**src/fjot_pkg.sv**
```systemverilog
// fjot_pkg: shared types, character constants and helper functions for the
// flat object tokenizer. No dependencies.

package fjot_pkg;

   // parse mode, 4 bits; codes above MODE_FINISHED are never reached
   typedef enum logic [3:0] {
      MODE_PRE        = 4'd0,
      MODE_KEY_WAIT   = 4'd1,
      MODE_IN_KEY     = 4'd2,
      MODE_KEY_ESC    = 4'd3,
      MODE_COLON_WAIT = 4'd4,
      MODE_VAL_WAIT   = 4'd5,
      MODE_IN_VAL     = 4'd6,
      MODE_VAL_ESC    = 4'd7,
      MODE_SCALAR     = 4'd8,
      MODE_SEP_WAIT   = 4'd9,
      MODE_FINISHED   = 4'd10
   } mode_type;

   typedef enum logic [2:0] {
      KIND_KEY_CHAR = 3'd0,
      KIND_VAL_CHAR = 3'd1,
      KIND_KEY_END  = 3'd2,
      KIND_VAL_END  = 3'd3,
      KIND_DONE     = 3'd4,
      KIND_ERROR    = 3'd5
   } kind_type;

   typedef enum logic [2:0] {
      ERR_NOT_OBJECT   = 3'd0,
      ERR_NO_KEY_QUOTE = 3'd1,
      ERR_ESC_AT_END   = 3'd2,
      ERR_UNTERMINATED = 3'd3,
      ERR_NO_COLON     = 3'd4,
      ERR_NO_SEP       = 3'd5
   } err_type;

   localparam logic [7:0] CH_LBRACE = 8'h7B;
   localparam logic [7:0] CH_RBRACE = 8'h7D;
   localparam logic [7:0] CH_COLON  = 8'h3A;
   localparam logic [7:0] CH_COMMA  = 8'h2C;
   localparam logic [7:0] CH_QUOTE  = 8'h22;
   localparam logic [7:0] CH_BSLASH = 8'h5C;
   localparam logic [7:0] CH_BS     = 8'h08;
   localparam logic [7:0] CH_FF     = 8'h0C;
   localparam logic [7:0] CH_LF     = 8'h0A;
   localparam logic [7:0] CH_CR     = 8'h0D;
   localparam logic [7:0] CH_TAB    = 8'h09;
   localparam logic [7:0] CH_SPACE  = 8'h20;

   // most results one input item can cause
   localparam int unsigned MaxResults = 2;

   typedef struct packed {
      logic [7:0] in_byte;
      logic       has_byte;
      logic       last;
   } req_type;

   typedef struct packed {
      kind_type   kind;
      logic [7:0] out_byte;
      err_type    error_code;
      logic       last_of_run;
   } rsp_type;

   // results of one accepted item, slot 0 first
   typedef struct packed {
      logic [1:0]  count;
      rsp_type [MaxResults-1:0] item;
   } step_type;

   function automatic logic is_blank(logic [7:0] c);
      return (c == CH_SPACE) || (c >= CH_TAB && c <= CH_CR);
   endfunction

   function automatic logic [7:0] unescape(logic [7:0] c);
      logic [7:0] r;
      case (c)
         8'h62:   r = CH_BS;   // b
         8'h66:   r = CH_FF;   // f
         8'h6E:   r = CH_LF;   // n
         8'h72:   r = CH_CR;   // r
         8'h74:   r = CH_TAB;  // t
         default: r = c;
      endcase
      return r;
   endfunction

   function automatic rsp_type mk_rsp(kind_type k, logic [7:0] b, err_type e);
      rsp_type r;
      r.kind        = k;
      r.out_byte    = b;
      r.error_code  = e;
      r.last_of_run = 1'b0;
      return r;
   endfunction

endpackage

```
**src/flat_json_object_tokenizer_top.sv**
```systemverilog
// flat_json_object_tokenizer_top: top level of the flat object tokenizer.
// Depends on fjot_pkg, fjot_parse and fjot_rsp_fifo.
//
// The tokenizer takes one body item per req transfer and returns a stream of
// rsp transfers: key and value characters (escapes decoded), key end, value
// end, and exactly one object done or error per body. Each request causes
// zero, one or two results; the last result of a request carries last_of_run.
// A request is decoded in the cycle it is taken and its results are written
// into a four-entry result queue, so a new request can be taken every cycle
// while the queue has room for two results. Throughput is one request per
// cycle as long as the result side keeps up, since the result port drains one
// result per cycle; a request that makes two results (such as value end and
// done on a closing brace) puts one more result through the port. Results are
// registered in the queue and can show on rsp_valid from the cycle after the
// request transfer. After reset the block starts in the "before opening brace"
// mode and returns there after every request with last set.

module flat_json_object_tokenizer_top import fjot_pkg::*; (
   input  logic    clock,
   input  logic    reset,
   input  logic    req_valid,
   output logic    req_ready,
   input  req_type req_data,
   output logic    rsp_valid,
   input  logic    rsp_ready,
   output rsp_type rsp_data
);

   step_type step;
   logic     take;

   // request transfer
   assign take = req_valid && req_ready;

   // mode register and per-byte decode
   fjot_parse u_parse (
      .clock    (clock),
      .reset    (reset),
      .take     (take),
      .req_data (req_data),
      .step     (step)
   );

   // result queue; space also gates the request side
   fjot_rsp_fifo u_fifo (
      .clock     (clock),
      .reset     (reset),
      .push      (take),
      .step      (step),
      .space     (req_ready),
      .rsp_valid (rsp_valid),
      .rsp_ready (rsp_ready),
      .rsp_data  (rsp_data)
   );

endmodule

```
**src/fjot_parse.sv**
```systemverilog
// fjot_parse: parse mode register and the per-byte transition logic that
// turns one input item into up to two results. Depends on fjot_pkg.

module fjot_parse import fjot_pkg::*; (
   input  logic     clock,
   input  logic     reset,
   input  logic     take,
   input  req_type  req_data,
   output step_type step
);

   mode_type mode_ff, mode_in;
   mode_type m;
   logic [1:0] cnt;
   rsp_type [MaxResults-1:0] res;
   logic [7:0] c;

   always_ff @(posedge clock) begin
      if (reset) begin
         mode_ff <= MODE_PRE;
      end else if (take) begin
         mode_ff <= mode_in;
      end
   end

   always_comb begin
      c   = req_data.in_byte;
      m   = mode_ff;
      cnt = 2'd0;
      res[0] = mk_rsp(KIND_DONE, 8'd0, ERR_NOT_OBJECT);
      res[1] = mk_rsp(KIND_DONE, 8'd0, ERR_NOT_OBJECT);

      // byte handling: at most two results (value end then done)
      if (req_data.has_byte) begin
         case (mode_ff)
            MODE_PRE: begin
               if (!is_blank(c)) begin
                  if (c == CH_LBRACE) begin
                     m = MODE_KEY_WAIT;
                  end else begin
                     res[0] = mk_rsp(KIND_ERROR, 8'd0, ERR_NOT_OBJECT);
                     cnt = 2'd1;
                     m = MODE_FINISHED;
                  end
               end
            end
            MODE_KEY_WAIT: begin
               if (!is_blank(c)) begin
                  if (c == CH_RBRACE) begin
                     res[0] = mk_rsp(KIND_DONE, 8'd0, ERR_NOT_OBJECT);
                     cnt = 2'd1;
                     m = MODE_FINISHED;
                  end else if (c == CH_QUOTE) begin
                     m = MODE_IN_KEY;
                  end else begin
                     res[0] = mk_rsp(KIND_ERROR, 8'd0, ERR_NO_KEY_QUOTE);
                     cnt = 2'd1;
                     m = MODE_FINISHED;
                  end
               end
            end
            MODE_IN_KEY: begin
               if (c == CH_QUOTE) begin
                  res[0] = mk_rsp(KIND_KEY_END, 8'd0, ERR_NOT_OBJECT);
                  cnt = 2'd1;
                  m = MODE_COLON_WAIT;
               end else if (c == CH_BSLASH) begin
                  m = MODE_KEY_ESC;
               end else begin
                  res[0] = mk_rsp(KIND_KEY_CHAR, c, ERR_NOT_OBJECT);
                  cnt = 2'd1;
               end
            end
            MODE_KEY_ESC: begin
               res[0] = mk_rsp(KIND_KEY_CHAR, unescape(c), ERR_NOT_OBJECT);
               cnt = 2'd1;
               m = MODE_IN_KEY;
            end
            MODE_COLON_WAIT: begin
               if (!is_blank(c)) begin
                  if (c == CH_COLON) begin
                     m = MODE_VAL_WAIT;
                  end else begin
                     res[0] = mk_rsp(KIND_ERROR, 8'd0, ERR_NO_COLON);
                     cnt = 2'd1;
                     m = MODE_FINISHED;
                  end
               end
            end
            MODE_VAL_WAIT, MODE_SCALAR: begin
               if (mode_ff == MODE_VAL_WAIT && c == CH_QUOTE) begin
                  m = MODE_IN_VAL;
               end else if (c == CH_COMMA) begin
                  res[0] = mk_rsp(KIND_VAL_END, 8'd0, ERR_NOT_OBJECT);
                  cnt = 2'd1;
                  m = MODE_KEY_WAIT;
               end else if (c == CH_RBRACE) begin
                  res[0] = mk_rsp(KIND_VAL_END, 8'd0, ERR_NOT_OBJECT);
                  res[1] = mk_rsp(KIND_DONE, 8'd0, ERR_NOT_OBJECT);
                  cnt = 2'd2;
                  m = MODE_FINISHED;
               end else if (is_blank(c)) begin
                  // blank before a value is skipped, after a scalar it ends it
                  if (mode_ff == MODE_SCALAR) begin
                     res[0] = mk_rsp(KIND_VAL_END, 8'd0, ERR_NOT_OBJECT);
                     cnt = 2'd1;
                     m = MODE_SEP_WAIT;
                  end
               end else begin
                  res[0] = mk_rsp(KIND_VAL_CHAR, c, ERR_NOT_OBJECT);
                  cnt = 2'd1;
                  m = MODE_SCALAR;
               end
            end
            MODE_IN_VAL: begin
               if (c == CH_QUOTE) begin
                  res[0] = mk_rsp(KIND_VAL_END, 8'd0, ERR_NOT_OBJECT);
                  cnt = 2'd1;
                  m = MODE_SEP_WAIT;
               end else if (c == CH_BSLASH) begin
                  m = MODE_VAL_ESC;
               end else begin
                  res[0] = mk_rsp(KIND_VAL_CHAR, c, ERR_NOT_OBJECT);
                  cnt = 2'd1;
               end
            end
            MODE_VAL_ESC: begin
               res[0] = mk_rsp(KIND_VAL_CHAR, unescape(c), ERR_NOT_OBJECT);
               cnt = 2'd1;
               m = MODE_IN_VAL;
            end
            MODE_SEP_WAIT: begin
               if (!is_blank(c)) begin
                  if (c == CH_COMMA) begin
                     m = MODE_KEY_WAIT;
                  end else if (c == CH_RBRACE) begin
                     res[0] = mk_rsp(KIND_DONE, 8'd0, ERR_NOT_OBJECT);
                     cnt = 2'd1;
                     m = MODE_FINISHED;
                  end else begin
                     res[0] = mk_rsp(KIND_ERROR, 8'd0, ERR_NO_SEP);
                     cnt = 2'd1;
                     m = MODE_FINISHED;
                  end
               end
            end
            default: begin
            end
         endcase
      end

      // end of body; a done or error from the byte left m finished
      if (req_data.last) begin
         case (m)
            MODE_PRE: begin
               res[cnt[0]] = mk_rsp(KIND_DONE, 8'd0, ERR_NOT_OBJECT);
               cnt = cnt + 2'd1;
            end
            MODE_KEY_WAIT: begin
               res[cnt[0]] = mk_rsp(KIND_ERROR, 8'd0, ERR_NO_KEY_QUOTE);
               cnt = cnt + 2'd1;
            end
            MODE_IN_KEY, MODE_IN_VAL: begin
               res[cnt[0]] = mk_rsp(KIND_ERROR, 8'd0, ERR_UNTERMINATED);
               cnt = cnt + 2'd1;
            end
            MODE_KEY_ESC, MODE_VAL_ESC: begin
               res[cnt[0]] = mk_rsp(KIND_ERROR, 8'd0, ERR_ESC_AT_END);
               cnt = cnt + 2'd1;
            end
            MODE_COLON_WAIT: begin
               res[cnt[0]] = mk_rsp(KIND_ERROR, 8'd0, ERR_NO_COLON);
               cnt = cnt + 2'd1;
            end
            MODE_VAL_WAIT, MODE_SCALAR, MODE_SEP_WAIT: begin
               res[cnt[0]] = mk_rsp(KIND_ERROR, 8'd0, ERR_NO_SEP);
               cnt = cnt + 2'd1;
            end
            default: begin
            end
         endcase
         m = MODE_PRE;
      end

      if (cnt == 2'd2) begin
         res[1].last_of_run = 1'b1;
      end else if (cnt == 2'd1) begin
         res[0].last_of_run = 1'b1;
      end

      mode_in    = m;
      step.count = cnt;
      step.item  = res;
   end

endmodule

```
**src/fjot_rsp_fifo.sv**
```systemverilog
// fjot_rsp_fifo: four-entry result queue that takes up to two results per
// cycle and hands out one per cycle unless stalled. Depends on fjot_pkg.

module fjot_rsp_fifo import fjot_pkg::*; (
   input  logic     clock,
   input  logic     reset,
   input  logic     push,
   input  step_type step,
   output logic     space,
   output logic     rsp_valid,
   input  logic     rsp_ready,
   output rsp_type  rsp_data
);

   localparam int unsigned Depth = 4;

   rsp_type    mem_ff [Depth];
   logic [1:0] wr_ptr_ff, wr_ptr_in;
   logic [1:0] rd_ptr_ff, rd_ptr_in;
   logic [2:0] count_ff, count_in;
   logic [1:0] n_push;
   logic       pop;

   assign n_push    = push ? step.count : 2'd0;
   assign pop       = rsp_valid && rsp_ready;
   assign rsp_valid = (count_ff != 3'd0);
   assign rsp_data  = mem_ff[rd_ptr_ff];
   // room for a full run of results
   assign space     = (count_ff <= 3'(Depth - MaxResults));

   always_comb begin
      wr_ptr_in = wr_ptr_ff + n_push;
      rd_ptr_in = rd_ptr_ff + {1'b0, pop};
      count_in  = count_ff + {1'b0, n_push} - {2'b00, pop};
   end

   always_ff @(posedge clock) begin
      if (reset) begin
         wr_ptr_ff <= '0;
         rd_ptr_ff <= '0;
         count_ff  <= '0;
      end else begin
         wr_ptr_ff <= wr_ptr_in;
         rd_ptr_ff <= rd_ptr_in;
         count_ff  <= count_in;
      end
   end

   always_ff @(posedge clock) begin
      if (n_push != 2'd0) begin
         mem_ff[wr_ptr_ff] <= step.item[0];
      end
      if (n_push == 2'd2) begin
         mem_ff[wr_ptr_ff + 2'd1] <= step.item[1];
      end
   end

endmodule

```
**config.mk**
```make
export PLATFORM = sky130hd
export DESIGN_NAME = flat_json_object_tokenizer_top
export DESIGN_NICKNAME = d
export VERILOG_FILES = /design/src/fjot_pkg.sv /design/src/flat_json_object_tokenizer_top.sv /design/src/fjot_parse.sv /design/src/fjot_rsp_fifo.sv
export SDC_FILE = /design/constraint.sdc
export NUM_CORES = 1
export LEC_CHECK = 0
export BUFFER_PORTS_ARGS = -buffer_cell sky130_fd_sc_hd__buf_2
export CAP_MARGIN = 10
export CORE_ASPECT_RATIO = 0.9
export CORE_MARGIN = 1.5
export CORE_UTILIZATION = 50
export CTS_CLUSTER_SIZE = 16
export DETAILED_ROUTE_END_ITERATION = 10
export HOLD_SLACK_MARGIN = 0.05
export MAX_ROUTING_LAYER = met4
export PLACE_DENSITY = 0.66
export SYNTH_ARGS = -nofsm -noshare
export SYNTH_HDL_FRONTEND = slang
export SYNTH_HIERARCHICAL = 1
export SYNTH_SLANG_ARGS = --single-unit
```
**constraint.sdc**
```tcl
create_clock -name clock -period 12.2 [get_ports clock]
set_clock_uncertainty 0.2 [all_clocks]
set_input_delay 0.61 -clock clock [delete_from_list [all_inputs] [get_ports clock]]
set_output_delay 0.61 -clock clock [all_outputs]
set_load 0.05 [all_outputs]
```
* Word level (Yosys, flattened, before mapping)
Memory sizes are Yosys's and may differ from the RTL's. A register that Yosys moved wholly into a read port is not among the register bits. Cells that the tools add are included. W data, S select, Z words.
Storage, ports and cells: input port bits 14, logic and storage cells 160, bits in writable memories 60, register bits after elaboration 11, memories kept 1, output and inout port bits 17
Cells by class: equality and inequality tests 33, bitwise gates (word level) 18, add/subtract/negate cells 6, multiplexer cells 76, reductions and logical operators 17, magnitude comparators 5
Memory list:
- u_fifo.mem_ff | depth 4, bits a word 15, read ports 1, clocked after Yosys merged registers in 1, write ports 2, RTL line fjot_rsp_fifo.sv:17 | rsp_type mem_ff [Depth];
Operators by type and width (count):
- $mux W15 | 16
- $pmux W30 S6 | 1
- $pmux W15 S9 | 1
- $mux W4 | 20
- $and A24 B24 Y24 | 3
- $not A24 Y24 | 3
- $eq A8 B7 Y1 const B | 8
- $mux W30 | 2
- $mux W13 | 4
- $and A22 B22 Y22 | 2
- $not A22 Y22 | 2
- $pmux W8 S5 | 1
- $pmux W4 S9 | 1
- $eq A4 B3 Y1 const B | 8
- $eq A8 B6 Y1 const B | 4
- $and A28 B28 Y28 | 1
- $mux W2 | 14
- $not A28 Y28 | 1
- $or A6 B6 Y6 | 3
- $eq A4 B2 Y1 const B | 4
- $eq A4 B4 Y1 const B | 4
- $or A8 B8 Y8 | 2
- $demux W15 S1 | 1
- $mux W1 | 14
- other kinds (23) | 35

* Longest topological paths before layout
Gate-level depths: netlist of run 1.
word-level depth 19, depth in mapped cells 17, mapped depth without buffers 15

* Hierarchy
The synthesis of run 1 kept the hierarchy.
By module, submodules not included:
- fjot_rsp_fifo | sequential area each 1941.9 um^2, times used 1, area each 3402.0 um^2, cells an instance 200
- fjot_parse | sequential area each 80.1 um^2, times used 1, area each 1532.7 um^2, cells an instance 218
- flat_json_object_tokenizer_top | sequential area each 0.0 um^2, times used 1, area each 6.3 um^2, cells an instance 1

* Least setup slack after synthesis of run 1
OpenSTA, ideal clock, no wires.
path kind input port to flip-flop, from in req_data[9] (netlist bit), to mem u_fifo/mem_ff[1][0] (netlist bit) (enable), stages 9, data required time 11.614 ns, setup time 0.386 ns, arrival 3.736 ns, setup slack 7.877 ns, cells stage by stage buf_2 -> or4b_1 -> nor2_2 -> a31oi_1 -> o2bb2ai_2 -> o41ai_1 -> mux2_2 -> nand2_1 -> nor2_1
RTL lines:
- start: declaration | RTL line flat_json_object_tokenizer_top.sv:23 | input req_type req_data,
- end: declaration | RTL line fjot_rsp_fifo.sv:17

==> results of run 1 <==
[flip-flops by register name, summed over array words and instances, names as in the netlist]
| name | flops |
|---|---|
| u_fifo/mem_ff | 60 |
| u_parse/mode_ff | 4 |
| u_fifo/count_ff | 3 |
| u_fifo/rd_ptr_ff | 2 |
| u_fifo/wr_ptr_ff | 2 |
[layer usage]
| layer | share of wire | vias to the layer above |
|---|---|---|
| met4 | 0.0050 | 0 |
| met5 | 0 | - |
| li1 | - | 1625 |
| met1 | 0.48 | 1669 |
| met2 | 0.48 | 92 |
| met3 | 0.033 | 7 |
[area by class of cell]
cell class | instances | share of cell area
Clock inverter | 6 | 0.0133
Timing Repair Buffer | 34 | 0.0343
Clock buffer | 10 | 0.0243
Inverter | 8 | 0.00571
Sequential cell | 71 | 0.385
Tap cell | 126 | 0.0300
Multi-Input combinational cell | 307 | 0.508
[path summary, 6_finish.rpt]
path                            slack (ps)                        endpoint  cells after the start
worst max-delay path                  7370  u_fifo/mem_ff[3][11]$_DFFE_PP_                      9
worst min-delay path                   370   u_fifo/count_ff[2]$_SDFF_PP0_                      2
worst max register to register        7370  u_fifo/mem_ff[3][11]$_DFFE_PP_                      9
worst min register to register         370   u_fifo/count_ff[2]$_SDFF_PP0_                      2
[Yosys cell counts, types with 8 or more instances]
master,n,area (um2)
inv_1,8,30.0
buf_4,14,105
and2_1,10,62.6
clkbuf_1,11,41.3
mux2_4,10,150
nor2_1,25,93.8
nand2_1,22,82.6
a21oi_1,16,80.1
mux4_2,15,338
buf_2,11,55.1
nand3_1,10,50.1
mux2_2,52,586
edfxtp_1,60,1800
dfxtp_1,11,220
[cell families after synthesis]
logic type,after synthesis,synth area share
multiplexers,78,0.219
flip-flops,71,0.409
XOR/XNOR,10,0.0177
adder cells (fa/ha/maj),4,0.0116
AND/OR/NAND/NOR,136,0.178
buffers and inverters,49,0.0570
other,2,0.00152
AO/OA/AOI/OAI,69,0.106
[worst min-delay path: cells and delay by family, from the launching register on]
family / cells / cell delay [ps]
AND/OR/NAND/NOR: 2 / 170
flip-flops: 1 / 360
[power groups by stage]
stage               combinational, mW  sequential, mW  clock (mW)
global placement                0.326           0.323           0
global route                    0.356           0.324       0.200
finish                          0.329           0.320       0.186
detailed placement              0.329           0.325           0
floorplan                       0.284           0.310           0
CTS                             0.331           0.319       0.189
[through the flow]
stage	setup slack (ps)	hold slack [ps]	std cells
floorplan	7880	309	427
global placement	7340	339	546
detailed placement	7230	362	546
CTS	7380	372	562
global route	7100	381	562
finish	7370	366	562
==> insert_results.sql, run 1 <==
INSERT INTO impl_metrics (metric_group, metric, value, unit) VALUES
('timing', 'worst_slew_margin_rel', '0.289', ''),
('synth', 'yosysSeqAreaShare', '0.409', ''),
('clock_tree', 'clock_latency_late_sink', '330', 'ps'),
('route', 'totalWireLength', '10.6', 'mm'),
('timing', 'max_slew_violations', '0', ''),
('clock_tree', 'numCtsBuffers', '9', ''),
('power', 'internal_power', '510', 'uW'),
('placed_design', 'io_buffer_count', '30', ''),
('synth', 'post_synth.cell_area_avg', '11.8', 'um2'),
('floorplanning', 'effective_utilization_at_floorplan', '0.512', ''),
('floorplanning', 'die-area', '10500', 'um2'),
('global_routing', 'number_of_antenna_violations_at_the_first_check_in_global_routing', '0', ''),
('synth', 'post_synth_instance_area', '4940', 'um2'),
('synth', 'edff_count_synth', '60', ''),
('clock_tree', 'cts_buffer_depth', '2', ''),
('timing', 'hold_viol_final', '0', ''),
('global_routing', 'grt_use_met3', '0.0302', ''),
('cells_and_area', 'final_cell_mix', 'edfxtp_1 (60), mux2_2 (52), buf_2 (30), nor2_1 (24), nand2_1 (22)', ''),
('worst_hold_path', 'path_category_of_the_worst_min_delay_check', 'register to register', ''),
('clock_tree', 'clk_transition_reported_paths', '70', 'ps'),
('cells_and_area', 'layout.core_utilization', '0.544', ''),
('cells_and_area', 'area_growth_syn_to_layout', '6.41', '%'),
('synth', 'synth-warning-count', '6', ''),
('cells_and_area', 'seqCellArea', '2020', 'um2'),
('cells_and_area', 'drive_above_1_share', '0.342', ''),
('power', 'share_seq_of_total_power', '0.383', ''),
('global_routing', 'global_route.usage.total', '0.220', ''),
('cells_and_area', 'design.final.nets', '449', ''),
('cells_and_area', 'most_common_library_cell_in_the_layout_ignoring_fill_and_taps', 'edfxtp_1', ''),
('power', 'comb_power_share', '0.394', ''),
('timing', 'timing_worst_slew_pin_value', '1050', 'ps'),
('power', 'report.power.total', '834', 'uW'),
('clock_tree', 'post_cts_buffers', '0', ''),
('power', 'power.static_leakage', '1.93', 'nW'),
('floorplanning', 'num_rows', '34', ''),
('cells_and_area', 'fill_cells', '839', ''),
('setup_path', 'data_arrival_time_of_the_critical_path', '4720', 'ps'),
('placed_design', 'place_area', '5060', 'um2'),
('global_routing', 'globalRouteMet1Util', '0.300', ''),
('clock_tree', 'ctsRootBufferMaster', 'clkbuf_8', ''),
('setup_path', 'critPathTopFamily', 'simple AND/OR/NAND/NOR gates', ''),
('clock_tree', 'cts_hold_repair.buffers', '0', ''),
('setup_path', 'worst_r2r_startpoint', 'u_parse/mode_ff[3]$_SDFFE_PP0P_', ''),
('setup_path', 'number_of_buffer_and_inverter_stages_on_the_critical_path', '0', ''),
('setup_path', 'timing.critical_path.slowest_stage_cell', 'o41ai_1', ''),
('power', 'vdd_drop_max', '86.3', 'uV'),
('route', 'drtIter0Drc', '256', ''),
('placed_design', 'post-dp-hpwl', '7.31', 'mm'),
('setup_path', 'endpoint_class_of_the_critical_path', 'register', ''),
('setup_path', 'start_point_of_the_critical_path', 'u_parse/mode_ff[3]$_SDFFE_PP0P_', ''),
('timing', 'finalSetupTns', '0', 'ps'),
('worst_hold_path', 'holdCritStartpoint', 'u_fifo/count_ff[2]$_SDFF_PP0_', ''),
('setup_path', 'crit_path_cell_trace', 'or4b_1 > a211oi_1 > nor4_2 > o21ai_2 > a211oi_4 > o41ai_1 > nand3b_4 > or3b_1 > mux2_4', ''),
('setup_path', 'critical_path_peak_fanout', '19', ''),
('global_routing', 'grt_first_pass_wirelength', '17.5', 'mm'),
('timing', 'layout_min_cycle_time', '4830', 'ps'),
('power', 'netSwitchingPower', '324', 'uW'),
('route', 'post-route-drc-count', '0', ''),
('global_routing', 'top_usage_layer', 'met2', ''),
('floorplanning', 'ios', '31', ''),
('global_routing', 'grt_overflow', '0', ''),
('timing', 'report.final.setup_viol', '0', ''),
('outcome', 'result_of_the_run', 'finished, final reports clean', ''),
('route', 'detailedRoute.firstPassIterationCount', '5', ''),
('clock_tree', 'resized_gates_after_cts', '0', ''),
('setup_path', 'critPathMaxStageDelay', '930', 'ps'),
('timing', 'highest_clock_frequency_the_design_can_meet', '207', 'MHz'),
('route', 'vias', '3393', ''),
('power', 'power_switching_share', '0.388', ''),
('route', 'via_per_inst', '6.04', ''),
('synth', 'synth.lib_cells_used.distinct', '78', '');
Note: power is estimated with default switching activity, not from simulation.
==> run 2: changes to the inputs <==
==> constraint.sdc (replaced) <==
create_clock -name clock -period 5 [get_ports clock]
set_clock_uncertainty 0.2 [all_clocks]
set_input_delay 0.25 -clock clock [delete_from_list [all_inputs] [get_ports clock]]
set_output_delay 0.25 -clock clock [all_outputs]
set_load 0.05 [all_outputs]
==> run 2 against run 1 <==
Setup slack worse by 6900 ps. Sequential power up 140%. Final cell count is 0.89% higher. Flip-flop and latch count did not move. Clock power increased by 97%. Critical path depth rose by 1. Hold slack got worse by 250 ps. Core utilization increased by 0.091 points. Sequential share of layout area down 0.064 points. Register-to-register slack got worse by 6900 ps. First-iteration DRC count increased by 11%. Power grew 130%. Highest routed layer unchanged.
==> insert_results.sql, run 2 (same netlist as run 1, synthesis figures left out) <==
INSERT INTO impl_metrics (metric_group, metric, value, unit) VALUES
('floorplanning', 'chipHeight', '97.3', 'um'),
('global_routing', 'top_usage_layer', 'met2', ''),
('placed_design', 'place.gp.congestion', '0.961', ''),
('global_routing', 'grt_overflow', '0', ''),
('timing', 'layout_min_cycle_time', '4510', 'ps'),
('worst_hold_path', 'path_category_of_the_worst_min_delay_check', 'input pin to register', ''),
('global_routing', 'grt_max_degree', '20', ''),
('cells_and_area', 'largest_register', 'u_fifo/mem_ff', ''),
('timing', 'hold_viol_final', '0', ''),
('power', 'power.share.clock', '0.188', ''),
('clock_tree', 'clock_latency_late_sink', '330', 'ps'),
('setup_path', 'critical_path_peak_fanout', '19', ''),
('power', 'netSwitchingPower', '764', 'uW'),
('cells_and_area', 'antenna_cells', '0', ''),
('route', 'vias', '3382', ''),
('timing', 'finalSetupTns', '0', 'ps'),
('cells_and_area', 'largest_reg_flops', '60', ''),
('timing', 'report.final.setup_viol', '0', ''),
('placed_design', 'place_area', '5090', 'um2'),
('power', 'power-per-cell-area', '371', 'nW/um2'),
('setup_path', 'number_of_buffer_and_inverter_stages_on_the_critical_path', '0', ''),
('cells_and_area', 'reg_top3', 'u_fifo/mem_ff: 60 flops, u_parse/mode_ff: 4 flops, u_fifo/count_ff: 3 flops', ''),
('cells_and_area', 'area_growth_syn_to_layout', '6.58', '%'),
('placed_design', 'post-dp-hpwl', '7.17', 'mm'),
('route', 'ant_nets', '0', ''),
('setup_path', 'reg_to_reg_slack_setup', '490', 'ps'),
('floorplanning', 'effective_utilization_at_floorplan', '0.512', ''),
('clock_tree', 'clk_transition_reported_paths', '70', 'ps'),
('timing', 'max_slew_violations', '0', ''),
('power', 'power.static_leakage', '1.95', 'nW'),
('setup_path', 'endpoint_class_of_the_critical_path', 'register', ''),
('floorplanning', 'die-width', '108', 'um'),
('power', 'comb_power_share', '0.416', ''),
('timing', 'worst_slew_margin_rel', '0.391', ''),
('timing', 'timing_worst_slew_pin_value', '914', 'ps'),
('placed_design', 'io_buffer_count', '30', ''),
('route', 'totalWireLength', '10.4', 'mm'),
('clock_tree', 'numCtsBuffers', '9', ''),
('setup_path', 'data_arrival_time_of_the_critical_path', '4390', 'ps'),
('global_routing', 'grt.met2_usage', '0.342', ''),
('cells_and_area', 'layout.cell_area.non_filler', '5270', 'um2'),
('setup_path', 'crit_path_cell_trace', 'o21ai_0 > nand2_1 > a211oi_1 > o21a_1 > a211oi_4 > o21ai_1 > xnor2_1 > nand3b_4 > or3b_1 > mux2_2', ''),
('global_routing', 'number_of_antenna_violations_at_the_first_check_in_global_routing', '0', ''),
('route', 'detailedRoute.firstPassIterationCount', '4', ''),
('setup_path', 'critPathMaxStageDelay', '730', 'ps'),
('setup_path', 'critical_setup_path_kind', 'register to register', ''),
('clock_tree', 'ctsRootBufferMaster', 'clkbuf_8', ''),
('floorplanning', 'ios', '31', ''),
('clock_tree', 'clock_tree.htree_level_count', '3', ''),
('outcome', 'result_of_the_run', 'finished, final reports clean', ''),
('global_routing', 'via_count_of_the_first_global_routing_pass', '3265', ''),
('floorplanning', 'num_rows', '34', ''),
('setup_path', 'startpoint_types', 'register', ''),
('route', 'post-route-drc-count', '0', ''),
('floorplanning', 'coreArea', '9660', 'um2'),
('route', 'via_per_inst', '5.96', ''),
('route', 'drtIter0Drc', '285', ''),
('power', 'internal_power', '1.19', 'mW'),
('clock_tree', 'cts_buffer_depth', '2', ''),
('cells_and_area', 'most_common_library_cell_in_the_layout_ignoring_fill_and_taps', 'edfxtp_1', ''),
('cells_and_area', 'drive_above_1_share', '0.345', ''),
('clock_tree', 'cts_tree', 'yes', ''),
('global_routing', 'grt_first_pass_wirelength', '17.0', 'mm'),
('power', 'vdd_drop_max', '243', 'uV'),
('cells_and_area', 'final_cell_mix', 'edfxtp_1 (60), mux2_2 (52), buf_2 (30), nor2_1 (25), nand2_1 (22)', ''),
('timing', 'highest_clock_frequency_the_design_can_meet', '222', 'MHz'),
('global_routing', 'globalRouteMet1Util', '0.287', ''),
('flow_run', 'cap_violations', '0', ''),
('power', 'power_switching_share', '0.391', ''),
('timing', 'finalCritPeriodShare', '0.903', ''),
('route', 'avgRoutedWirePerCell', '18.4', 'um'),
('clock_tree', 'numClockSinks', '71', ''),
('cells_and_area', 'design.final.nets', '455', ''),
('global_routing', 'global_route.usage.total', '0.215', ''),
('setup_path', 'critPathTopFamily', 'simple AND/OR/NAND/NOR gates', ''),
('floorplanning', 'die-area', '10500', 'um2'),
('setup_path', 'timing.critical_path.slowest_stage_cell', 'or3b_1', ''),
('global_routing', 'grt_use_met3', '0.0342', ''),
('timing', 'rsz0062_at_grt', 'false', ''),
('cells_and_area', 'fill_cells', '825', ''),
('power', 'report.power.total', '1.96', 'mW'),
('power', 'share_seq_of_total_power', '0.397', ''),
('setup_path', 'cp_data_required_time', '4880', 'ps');
-- run 2: worst paths after layout --
| kind | startpoint | to | cells past startpoint |
|---|---|---|---|
| max | u_parse/mode_ff[3]$_SDFFE_PP0P_ | u_fifo/mem_ff[3][14]$_DFFE_PP_ | 10 |
| min | req_data[0] | u_parse/mode_ff[3]$_SDFFE_PP0P_ | 4 |
| max reg2reg | u_parse/mode_ff[3]$_SDFFE_PP0P_ | u_fifo/mem_ff[3][14]$_DFFE_PP_ | 10 |
| min reg2reg | u_fifo/count_ff[2]$_SDFF_PP0_ | u_fifo/count_ff[2]$_SDFF_PP0_ | 2 |
-- run 2: power groups by stage --
stage,registers (mW),clock network [mW],logic [mW]
6_report,0.776,0.367,0.813
5_1_grt,0.786,0.400,0.877
4_1_cts,0.776,0.376,0.816
3_5_place_dp,0.789,0,0.811
3_3_place_gp,0.785,0,0.805
2_1_floorplan,0.757,0,0.692
-- run 2: cell type report --
cell class	count	area [um2]	share of cell area
clock buffers	10	128	0.0242
clock inverters	5	26.3	0.00499
inverters	8	30.0	0.00570
multi-input cells	307	2680	0.508
flip-flops and latches	71	2020	0.384
well taps	126	158	0.0299
repair buffers	40	228	0.0432
-- run 2: worst register-to-register path, delay by kind of cell, from the launching register on --
family           cells  cell delay, ps
AO/OA/AOI/OAI        5            1140
multiplexers         1             420
XOR/XNOR             1             470
AND/OR/NAND/NOR      3            1320
flip-flops           1             720
-- run 2: layer usage --
layer  up-vias  share of wire
met5         -              0
li1       1631              -
met4         0          0.010
met1      1652           0.47
met2        89           0.48
met3        10          0.037
-- run 2: repair_timing --
| action | CTS | global route |
|---|---|---|
| hold buffers | 1 | 0 |
| gates resized for setup | 0 | 1 |
| endpoints found under the setup margin | 0 | 14 |
| endpoints found under the hold margin | 11 | 0 |
| buffers inserted | 0 | 0 |
-- run 2: per-stage QoR --
step	hold slack, ps	setup slack [ps]	utilization	cells
after detailed placement	344	270	0.528	551
after floorplan	119	1030	-	427
after CTS	87.7	236	0.545	567
final	114	485	0.545	567
after global placement	339	410	0.528	551
after global routing	108	165	0.545	567
